`src/rtl/tccs_pkg.sv`:
```
// shared constants, field layout and controller/datapath interface types
// for the text console cursor and scroll core; no dependencies
`default_nettype none

package tccs_pkg;

    // screen geometry
    localparam int COLUMNS    = 80;
    localparam int ROWS       = 25;
    localparam int CELL_COUNT = COLUMNS * ROWS;
    localparam int ADDR_W     = $clog2(CELL_COUNT);

    // field widths
    localparam int MODE_W  = 3;
    localparam int CHAR_W  = 8;
    localparam int ATTR_W  = 8;
    localparam int COL_W   = 7;
    localparam int ROW_W   = 5;
    localparam int LINES_W = 5;
    localparam int CELL_W  = ATTR_W + CHAR_W;

    // input tdata layout, lowest field first
    localparam int IN_CHAR_LSB  = 0;
    localparam int IN_ATTR_LSB  = IN_CHAR_LSB + CHAR_W;
    localparam int IN_COL_LSB   = IN_ATTR_LSB + ATTR_W;
    localparam int IN_ROW_LSB   = IN_COL_LSB + COL_W;
    localparam int IN_LINES_LSB = IN_ROW_LSB + ROW_W;
    localparam int IN_BITS      = IN_LINES_LSB + LINES_W;
    localparam int IN_DATA_W    = ((IN_BITS + 7) / 8) * 8;

    // output tdata layout, lowest field first
    localparam int OUT_BITS   = COL_W + ROW_W + CHAR_W + ATTR_W;
    localparam int OUT_DATA_W = ((OUT_BITS + 7) / 8) * 8;

    // operation codes carried in tuser
    localparam logic [MODE_W-1:0] MODE_PRINT  = MODE_W'(0);
    localparam logic [MODE_W-1:0] MODE_PUT    = MODE_W'(1);
    localparam logic [MODE_W-1:0] MODE_SET    = MODE_W'(2);
    localparam logic [MODE_W-1:0] MODE_SCROLL = MODE_W'(3);
    localparam logic [MODE_W-1:0] MODE_READ   = MODE_W'(4);

    localparam logic [CHAR_W-1:0] NEWLINE_CODE = CHAR_W'(10);
    localparam logic [CHAR_W-1:0] SPACE_CODE   = CHAR_W'(32);
    localparam logic [ATTR_W-1:0] RESET_ATTR   = ATTR_W'(15);

    localparam logic [ROW_W-1:0]  LAST_ROW  = ROW_W'(ROWS - 1);
    localparam logic [ADDR_W-1:0] LAST_CELL = ADDR_W'(CELL_COUNT - 1);

    // linear cell address; the multiply is by a constant
    function automatic logic [ADDR_W-1:0] cell_addr(
        input logic [ROW_W-1:0] r,
        input logic [COL_W-1:0] c
    );
        return ADDR_W'(32'(r) * COLUMNS + 32'(c));
    endfunction

    typedef struct packed {
        logic accept;       // input transaction taken this cycle
        logic clear_step;   // post-reset blanking, one cell
        logic exec;         // carry out the latched item
        logic scroll_step;  // one cell of a scroll pass
        logic post_write;   // cell write held back behind a scroll
        logic load_out;     // capture the result
    } tccs_cmd_t;

    typedef struct packed {
        logic clear_last;
        logic need_scroll;
        logic scroll_last;
        logic print_pending;
        logic out_free;
    } tccs_status_t;

endpackage

`default_nettype wire

```
`src/rtl/tccs_ctrl.sv`:
```
// sequencing state machine for the text console core
// depends on tccs_pkg
`default_nettype none

module tccs_ctrl
    import tccs_pkg::*;
(
    input  wire logic         clk,
    input  wire logic         rst_n,
    input  wire logic         s_tvalid,
    output logic              s_tready,
    input  wire tccs_status_t status,
    output tccs_cmd_t         cmd
);

    typedef enum logic [2:0] {
        ST_CLEAR,
        ST_IDLE,
        ST_EXEC,
        ST_SCROLL,
        ST_DRAIN,
        ST_PWRITE,
        ST_FINISH
    } state_t;

    state_t state_reg;
    state_t state_next;

    assign s_tready = (state_reg == ST_IDLE);

    always_comb
    begin
        state_next = state_reg;
        cmd        = '0;
        unique case (state_reg)
            ST_CLEAR:
            begin
                cmd.clear_step = 1'b1;
                if (status.clear_last)
                begin
                    state_next = ST_IDLE;
                end
            end
            ST_IDLE:
            begin
                if (s_tvalid)
                begin
                    cmd.accept = 1'b1;
                    state_next = ST_EXEC;
                end
            end
            ST_EXEC:
            begin
                cmd.exec = 1'b1;
                if (status.need_scroll)
                begin
                    state_next = ST_SCROLL;
                end
                else if (status.out_free)
                begin
                    cmd.load_out = 1'b1;
                    state_next   = ST_IDLE;
                end
                else
                begin
                    state_next = ST_FINISH;
                end
            end
            ST_SCROLL:
            begin
                cmd.scroll_step = 1'b1;
                if (status.scroll_last)
                begin
                    state_next = ST_DRAIN;
                end
            end
            ST_DRAIN:
            begin
                // last scroll write lands this cycle
                state_next = status.print_pending ? ST_PWRITE : ST_FINISH;
            end
            ST_PWRITE:
            begin
                cmd.post_write = 1'b1;
                state_next     = ST_FINISH;
            end
            ST_FINISH:
            begin
                if (status.out_free)
                begin
                    cmd.load_out = 1'b1;
                    state_next   = ST_IDLE;
                end
            end
            default:
            begin
                state_next = ST_IDLE;
            end
        endcase
    end

    always_ff @(posedge clk or negedge rst_n)
    begin
        if (!rst_n)
        begin
            state_reg <= ST_CLEAR;
        end
        else
        begin
            state_reg <= state_next;
        end
    end

endmodule

`default_nettype wire

```
`config.mk`:
```
export PLATFORM = sky130hd
export DESIGN_NAME = tccs_ctrl
export DESIGN_NICKNAME = d
export VERILOG_FILES = /design/src/rtl/tccs_pkg.sv /design/src/rtl/tccs_ctrl.sv
export SDC_FILE = /design/constraint.sdc
export NUM_CORES = 1
export LEC_CHECK = 0
export BUFFER_PORTS_ARGS = -buffer_cell sky130_fd_sc_hd__buf_2
export CAP_MARGIN = 10
export CORE_AREA = 2 2 39 41
export DETAILED_ROUTE_END_ITERATION = 7
export DIE_AREA = 0 0 41 43
export PLACE_DENSITY = 0.45
export SKIP_CTS_REPAIR_TIMING = 1
export SYNTH_ARGS = -nofsm -noshare
export SYNTH_HDL_FRONTEND = slang
export SYNTH_SLANG_ARGS = --single-unit
```
`constraint.sdc`:
```
create_clock -name clk -period 3.27 [get_ports clk]
set_clock_uncertainty 0.2 [all_clocks]
set_input_delay 0.654 -clock clk [delete_from_list [all_inputs] [get_ports clk]]
set_output_delay 0.654 -clock clk [all_outputs]
set_load 0.01 [all_outputs]
```
==> flow_summary.json, run 1 <==
{
  "dr.pass1.iters": 2,
  "grtUsageTotal_pct": 9.37,
  "relSlewSlack_pct": 73.9,
  "r2r-start": "state_reg[1]$_DFFE_PN0P_",
  "via_per_inst": 4.56,
  "async_flop_share_pct": 100,
  "yosysSeqAreaShare_pct": 23.6,
  "dieArea_sq_mm": 0.00176,
  "worst_pin_slew_ns": 0.392,
  "cts_tree": "done",
  "critPathLaunchType": "register",
  "cts_root_buf": "clkbuf_4",
  "netlist_top_cells_area": "dfrtp_1 24%, nor2_1 8.3%, nor3b_4 5.9%",
  "antenna_found_initial": 0,
  "start_util_pct": 23.0,
  "detail_route.wl_per_cell_um": 10.7,
  "row_count": 14,
  "largest_register_ffs": 3,
  "drive_above_1_share_pct": 42.9,
  "synth-seq-cells": 3,
  "p_leak_nw": 0.199,
  "setup-tns-final_ns": 0,
  "grt_overflow": 0,
  "timing.final.ws_setup_ns": 0.999,
  "yosysWarnings": 0,
  "drc_errors": 0,
  "worstPathMaxFanout": 11,
  "crit_start": "state_reg[2]$_DFFE_PN0P_",
  "rrSetupSlack_ns": 1.52,
  "port_buffers": 14,
  "core_area_sq_mm": 0.00138,
  "cts_buffers": 3,
  "synth_top_area_cell": "dfrtp_1",
  "grt_max_degree": 12,
  "grt_pass1_vias": 275,
  "route.vias.total": 328,
  "area_delta_synth_final_pct": 33.9,
  "r2r_cells": 5,
  "place.gp.congestion": 0.687,
  "rsz0062_at_grt": "false",
  "num_antenna_cells": 0,
  "wl_um": 772,
  "ant_nets": 0,
  "drtIter0Drc": 4,
  "ir_drop_v": 0.000221,
  "place_ws_ns": 1.26,
  "worstPathArrival_ns": 1.42,
  "synth_edf_count": 0,
  "clk_latency_ns": 0.24,
  "chipWidth_um": 41,
  "yosysTopAreaCellShare_pct": 23.6,
  "min_path_type": "in -> reg",
  "grt_pass1_wl_mm": 1.10,
  "htree_levels": 1,
  "num-nets-final": 66,
  "critPathKind": "reg -> out",
  "fin_crit_ns": 2.27,
  "max_freq_mhz": 440,
  "synth.avg_cell_area_sq_um": 8.15,
  "fillCellCount": 157,
  "dp_hpwl_um": 593,
  "timing.critical_path.to": "cmd[5]",
  "ys.flop_type": "dfrtp_1",
  "hold_violations": 0,
  "worstPathRequired_ns": 2.42,
  "netlist_area_sq_um": 318,
  "min_from": "status[0]",
  "cts.sinks": 3,
  "synth_cell_types": 26,
  "clk_pin_slew_ns": 0.04,
  "period_share_pct": 69.5,
  "cap_viol_max_count": 0,
  "powerDensity_mw_per_mm2": 832,
  "synth_most_common_cell": "nor2_1",
  "synth.top_cells.by_count": "7 x nor2_1, 3 x dfrtp_1",
  "setup_viol": 0,
  "syn_nets": 48,
  "reg2reg_to": "state_reg[0]$_DFFE_PN0P_",
  "power_w": 0.000354,
  "floorplan.io_pins": 15,
  "chipHeight_um": 43,
  "synth_cells": 39,
  "status": "finished clean",
  "crit_path_end_kind": "output pin",
  "maxSlewViolCount": 0,
  "clockBufferDepth": 2
}
==> layout make-up <==
cell class	count	area [sq um]	share of cell area, %
Clock buffer	4	26.3	6.18
Inverter	3	11.3	2.65
Multi-Input combinational cell	31	213	50.0
Sequential cell	3	75.1	17.6
Tap cell	16	20.0	4.71
Timing Repair Buffer	15	80.1	18.8
==> kinds of logic (layout without fill, tap and decap cells) <==
| kind of cell | Yosys count | in the layout | synth area share (%) |
|---|---|---|---|
| AND/OR/NAND/NOR | 18 | 18 | 35.0 |
| AO/OA/AOI/OAI | 12 | 12 | 28.0 |
| buffers and inverters | 5 | 22 | 9.45 |
| flip-flops | 3 | 3 | 23.6 |
| adder cells (fa/ha/maj) | 1 | 1 | 3.94 |
==> worst min path at each step <==
stage | endpoint | depth (start not counted)
6_report | state_reg[2]$_DFFE_PN0P_ | 2
5_1_grt | state_reg[2]$_DFFE_PN0P_ | 2
4_1_cts | state_reg[2]$_DFFE_PN0P_ | 1
3_5_place_dp | state_reg[0]$_DFFE_PN0P_ | 1
3_3_place_gp | state_reg[1]$_DFFE_PN0P_ | 1
2_1_floorplan | state_reg[0]$_DFFE_PN0P_ | 0
==> through the flow <==
step                area, sq um  utilization [%]  cells  hold WS [ns]
floorplan                   318                -     39         0.158
global placement            389             28.1     67         0.251
detailed placement          389             28.1     67         0.253
CTS                         415             30.0     71       0.00107
global route                425             30.7     72         0.491
finish                      425             30.7     72         0.475
==> power by group <==
part,total [W],internal (W),switching (W)
clock network,0.0000675,0.0000459,0.0000217
logic,0.000196,0.0000972,0.0000984
registers,0.0000908,0.0000514,0.0000394
==> layer usage <==
| metal | part of all wire (%) | up-vias | track usage [%] | wire, um |
|---|---|---|---|---|
| met2 | 46 | 7 | 13.1 | 356 |
| met1 | 47 | 145 | 11.7 | 366 |
| met5 | 0 | - | 0 | 0 |
| li1 | - | 174 | - | - |
| met4 | 1.8 | 0 | 8.00 | 14 |
| met3 | 4.4 | 2 | 1.57 | 34 |
==> worst max-delay path, cell delays in order (launching register included) <==
cell      delay, ns
dfrtp_1        0.47
nand2b_2       0.27
nor3b_4        0.26
buf_2          0.17
==> layout by cell type, fill, tap and decap left out, types with 2 or more instances in the layout <==
cell,n
buf_2,14
clkbuf_4,3
nand2_1,2
inv_1,2
dfrtp_1,3
nand3b_1,2
nor2_1,7
o21ai_0,2
a31oi_1,2
(Power assumes the default switching activity.)
==> run 2: changes to the inputs <==
--- a/config.mk
+++ b/config.mk
@@ -10,7 +10,7 @@
 export CORE_AREA = 2 2 39 41
 export DETAILED_ROUTE_END_ITERATION = 7
 export DIE_AREA = 0 0 41 43
-export PLACE_DENSITY = 0.45
+export PLACE_DENSITY = 0.46
 export SKIP_CTS_REPAIR_TIMING = 1
 export SYNTH_ARGS = -nofsm -noshare
 export SYNTH_HDL_FRONTEND = slang
==> constraint.sdc (replaced) <==
create_clock -name clk -period 1.8 [get_ports clk]
set_clock_uncertainty 0.2 [all_clocks]
set_input_delay 0.36 -clock clk [delete_from_list [all_inputs] [get_ports clk]]
set_output_delay 0.36 -clock clk [all_outputs]
set_load 0.01 [all_outputs]
==> flow_summary.json, run 2 (same netlist as run 1, synthesis figures left out) <==
{
  "num-nets-final": 71,
  "chipHeight_um": 43,
  "power_w": 0.000687,
  "core_area_sq_mm": 0.00138,
  "r2r_cells": 5,
  "multi_input_area_sq_um": 213,
  "start_util_pct": 23.0,
  "drtIter0Drc": 5,
  "min_path_type": "in -> reg",
  "placed_cells": 71,
  "p_int_w": 0.000402,
  "ir_drop_v": 0.000456,
  "cp_slowest_cell": "dfrtp_1",
  "slowest_delay_ns": 0.41,
  "crit_family": "flip-flops",
  "htree_levels": 1,
  "dieArea_sq_mm": 0.00176,
  "worstHoldPathCells": 2,
  "setup_viol": 0,
  "grtUsageTotal_pct": 10.3,
  "floorplan.io_pins": 15,
  "clk_latency_ns": 0.23,
  "ant_nets": 0,
  "worstPathRequired_ns": 1.24,
  "critPathKind": "reg -> out",
  "place_ws_ns": 0.208,
  "pwr-share-seq_pct": 18.6,
  "worst_pin_slew_ns": 0.262,
  "grt_pass1_vias": 330,
  "seqCellArea_sq_um": 75.1,
  "power_frac_clock_pct": 16.4,
  "timing.final.ws_setup_ns": 0.0571,
  "dr.pass1.iters": 3,
  "area_delta_synth_final_pct": 45.7,
  "powerDensity_mw_per_mm2": 1480,
  "worstPathArrival_ns": 1.18,
  "p_comb_share_pct": 65.0,
  "cts.sinks": 3,
  "critPathBufInv": 2,
  "period_share_pct": 96.8,
  "cts_tree": "done",
  "clk_pin_slew_ns": 0.04,
  "grt_overflow": 0,
  "wl_um": 767,
  "crit_path_end_kind": "output pin",
  "maxSlewViolCount": 0,
  "cts_root_buf": "clkbuf_4",
  "p_leak_nw": 0.224,
  "worstPathMaxFanout": 7,
  "hold_violations": 0,
  "fin_util_pct": 33.5,
  "final_common_cell": "buf_2",
  "relSlewSlack_pct": 82.5,
  "num_antenna_cells": 0,
  "clockBufferDepth": 2,
  "critical_path_depth": 3,
  "sw_frac_of_total_pct": 41.6,
  "cts_buffers": 3,
  "dp_hpwl_um": 656,
  "antenna_found_initial": 0,
  "crit_chain": "buf_4, nor3b_4, buf_2",
  "status": "finished clean",
  "cap_viol_max_count": 0,
  "p_sw_w": 0.000286,
  "detail_route.wl_per_cell_um": 9.96,
  "port_buffers": 14,
  "rsz0062_at_grt": "true",
  "drc_errors": 0,
  "final_cell_mix": "14 x buf_2, 7 x nor2_1, 5 x buf_4",
  "critPathLaunchType": "register",
  "grt_max_degree": 10,
  "max_freq_mhz": 574,
  "grt_pass1_wl_mm": 1.24,
  "via_per_inst": 4.43,
  "largest_register_ffs": 3,
  "fin_crit_ns": 1.74,
  "place.gp.congestion": 0.659,
  "final_cells": 77,
  "row_count": 14,
  "drive_above_1_share_pct": 47.5,
  "chipWidth_um": 41,
  "fillCellCount": 162,
  "route.vias.total": 341
}
-- run 2: final cells by class --
cell class	count	share of cell area, %
clock buffers	4	5.68
repair buffers	20	25.4
inverters	3	2.43
well taps	16	4.32
flip-flops and latches	3	16.2
multi-input cells	31	45.9
-- run 2: final timing paths --
path / start / to / slack [ns]
worst max-delay path: state_reg[1]$_DFFE_PN0P_ / cmd[5] / 0.06
worst min-delay path: status[0] / state_reg[2]$_DFFE_PN0P_ / 0.20
worst max register to register: state_reg[2]$_DFFE_PN0P_ / state_reg[2]$_DFFE_PN0P_ / 0.22
worst min register to register: state_reg[0]$_DFFE_PN0P_ / state_reg[0]$_DFFE_PN0P_ / 0.46
max in group asynchronous: rst_n / state_reg[2]$_DFFE_PN0P_ / 1.03
min in group asynchronous: rst_n / state_reg[1]$_DFFE_PN0P_ / 0.26
-- run 2: metrics by stage --
stage | instance area (sq um) | setup TNS [ns] | hold slack [ns]
3_3_place_gp | 419 | 0 | -0.0430
6_report | 463 | 0 | 0.202
3_5_place_dp | 419 | 0 | -0.0410
2_1_floorplan | 318 | 0 | -0.136
5_1_grt | 463 | -0.0144 | 0.206
4_1_cts | 445 | -0.0413 | -0.284
-- run 2: power groups by stage --
stage	clock (W)	sequential [W]	combinational, W
final	0.000113	0.000128	0.000446
after CTS	0.000119	0.000129	0.000441
after global routing	0.000126	0.000133	0.000499
after floorplan	0	0.000122	0.000311
after detailed placement	0	0.000130	0.000439
after global placement	0	0.000130	0.000445
-- run 2: worst register-to-register path, delay by kind of cell (launching register included) --
kind / cells / cell delay (ns)
compound gates: 3 / 0.46
fa+ha+maj: 1 / 0.26
buf+inv: 1 / 0.17
flops: 1 / 0.37
-- run 2: metal layers --
layer	track usage (%)	part of all wire (%)
met5	0	0
met2	18.4	59
met1	10.1	38
met4	6.00	0
met3	1.57	2.9
==> run 3: changes to the inputs <==
--- a/config.mk
+++ b/config.mk
@@ -11,6 +11,7 @@
 export DETAILED_ROUTE_END_ITERATION = 7
 export DIE_AREA = 0 0 41 43
 export PLACE_DENSITY = 0.46
+export SETUP_SLACK_MARGIN = 0.1
 export SKIP_CTS_REPAIR_TIMING = 1
 export SYNTH_ARGS = -nofsm -noshare
 export SYNTH_HDL_FRONTEND = slang
==> flow_summary.json, run 3 (same netlist as run 1, synthesis figures left out) <==
{
  "rsz0062_at_grt": "true",
  "dr.pass1.iters": 4,
  "maxSlewViolCount": 0,
  "hold_violations": 0,
  "start_util_pct": 23.0,
  "port_buffers": 14,
  "row_count": 14,
  "placed_cells": 71,
  "grt_pass1_wl_mm": 1.24,
  "cts_tree": "done",
  "min_path_type": "in -> reg",
  "clk_latency_ns": 0.23,
  "setup_viol": 0,
  "grt_overflow": 0,
  "max_freq_mhz": 585,
  "dp_hpwl_um": 656,
  "antenna_found_initial": 0,
  "floorplan.io_pins": 15,
  "worstPathRequired_ns": 1.24,
  "holdWs_ns": 0.202,
  "largest_register_ffs": 3,
  "p_leak_nw": 0.247,
  "final_cell_mix": "14 x buf_2, 6 x nor2_1, 6 x buf_4",
  "cts_root_buf": "clkbuf_4",
  "drive_above_1_share_pct": 56.3,
  "place.gp.congestion": 0.659,
  "ir_drop_v": 0.000414,
  "detail_route.wl_per_cell_um": 10.1,
  "worstHoldPathCells": 2,
  "power_w": 0.000775,
  "num_antenna_cells": 0,
  "min_from": "status[0]",
  "worstHoldEndpoint": "state_reg[2]$_DFFE_PN0P_",
  "area_delta_synth_final_pct": 60.6,
  "cts.sinks": 3,
  "grtUsageTotal_pct": 10.3,
  "clockBufferDepth": 2,
  "worstPathArrival_ns": 1.15,
  "htree_levels": 1,
  "reg2reg_to": "state_reg[1]$_DFFE_PN0P_",
  "drc_errors": 0,
  "critPathLaunchType": "register",
  "wl_um": 806,
  "dieArea_sq_mm": 0.00176,
  "relSlewSlack_pct": 83.3,
  "powerDensity_mw_per_mm2": 1520,
  "place_ws_ns": 0.208,
  "core_area_sq_mm": 0.00138,
  "rrSetupSlack_ns": 0.21,
  "crit_path_end_kind": "output pin",
  "clk_pin_slew_ns": 0.04,
  "ant_nets": 0,
  "critPathKind": "reg -> out",
  "chipWidth_um": 41,
  "via_per_inst": 4.48,
  "timing.final.ws_setup_ns": 0.0919,
  "period_share_pct": 94.9,
  "grt_pass1_vias": 330,
  "chipHeight_um": 43,
  "worstPathMaxFanout": 6,
  "cts_buffers": 3,
  "final_cells": 80,
  "fin_crit_ns": 1.71,
  "num-nets-final": 74,
  "r2r_cells": 5,
  "drtIter0Drc": 10,
  "r2r-start": "state_reg[2]$_DFFE_PN0P_",
  "fillCellCount": 149,
  "final_common_cell": "buf_2",
  "status": "finished clean",
  "cap_viol_max_count": 0,
  "worst_pin_slew_ns": 0.250,
  "grt_max_degree": 10,
  "route.vias.total": 358
}
==> run 3: per-layer routing <==
metal	global-route usage, %	vias to the layer above	part of all wire (%)
met2	18.4	7	58
li1	-	190	-
met3	1.57	0	3.5
met1	10.1	161	38
met5	0	-	0
met4	6.00	0	0
==> run 3: worst max-delay path by stage <==
stage,startpoint,slack [ns],cells past startpoint,endpoint
global placement,state_reg[1]$_DFFE_PN0P_,0.20,4,state_reg[2]$_DFFE_PN0P_
CTS,state_reg[2]$_DFFE_PN0P_,-0.04,3,cmd[5]
detailed placement,state_reg[2]$_DFFE_PN0P_,0.21,3,cmd[5]
global route,state_reg[1]$_DFFE_PN0P_,0.05,3,cmd[5]
floorplan,state_reg[2]$_DFFE_PN0P_,0.25,5,state_reg[2]$_DFFE_PN0P_
finish,state_reg[1]$_DFFE_PN0P_,0.09,3,cmd[5]
==> run 3: report_power, final <==
| part | internal (W) | total (W) | switching (W) |
|---|---|---|---|
| logic | 0.000285 | 0.000522 | 0.000236 |
| registers | 0.0000981 | 0.000141 | 0.0000426 |
| clock network | 0.0000828 | 0.000113 | 0.0000303 |
| total | 0.000466 | 0.000775 | 0.000309 |
==> run 3: worst max-delay path, stage by stage, from the launching register on <==
cell and delay [ns]:
dfrtp_2 0.43, buf_6 0.14, nor3b_4 0.19, buf_2 0.16
==> run 3: through the flow <==
stage	utilization [%]	instance area (sq um)	TNS, ns
2_1_floorplan	-	318	0
3_3_place_gp	30.3	419	0
3_5_place_dp	30.3	419	0
4_1_cts	32.2	445	-0.0413
5_1_grt	36.9	510	0
6_report	36.9	510	0
==> run 3: layout make-up <==
cell class / instances / area, sq um / area share [%]
sequential: 3 / 77.6 / 15.2
inverter: 3 / 11.3 / 2.21
tap: 16 / 20.0 / 3.92
timing repair buffer: 23 / 148 / 28.9
multi-input combinational: 31 / 228 / 44.6
clock buffer: 4 / 26.3 / 5.15
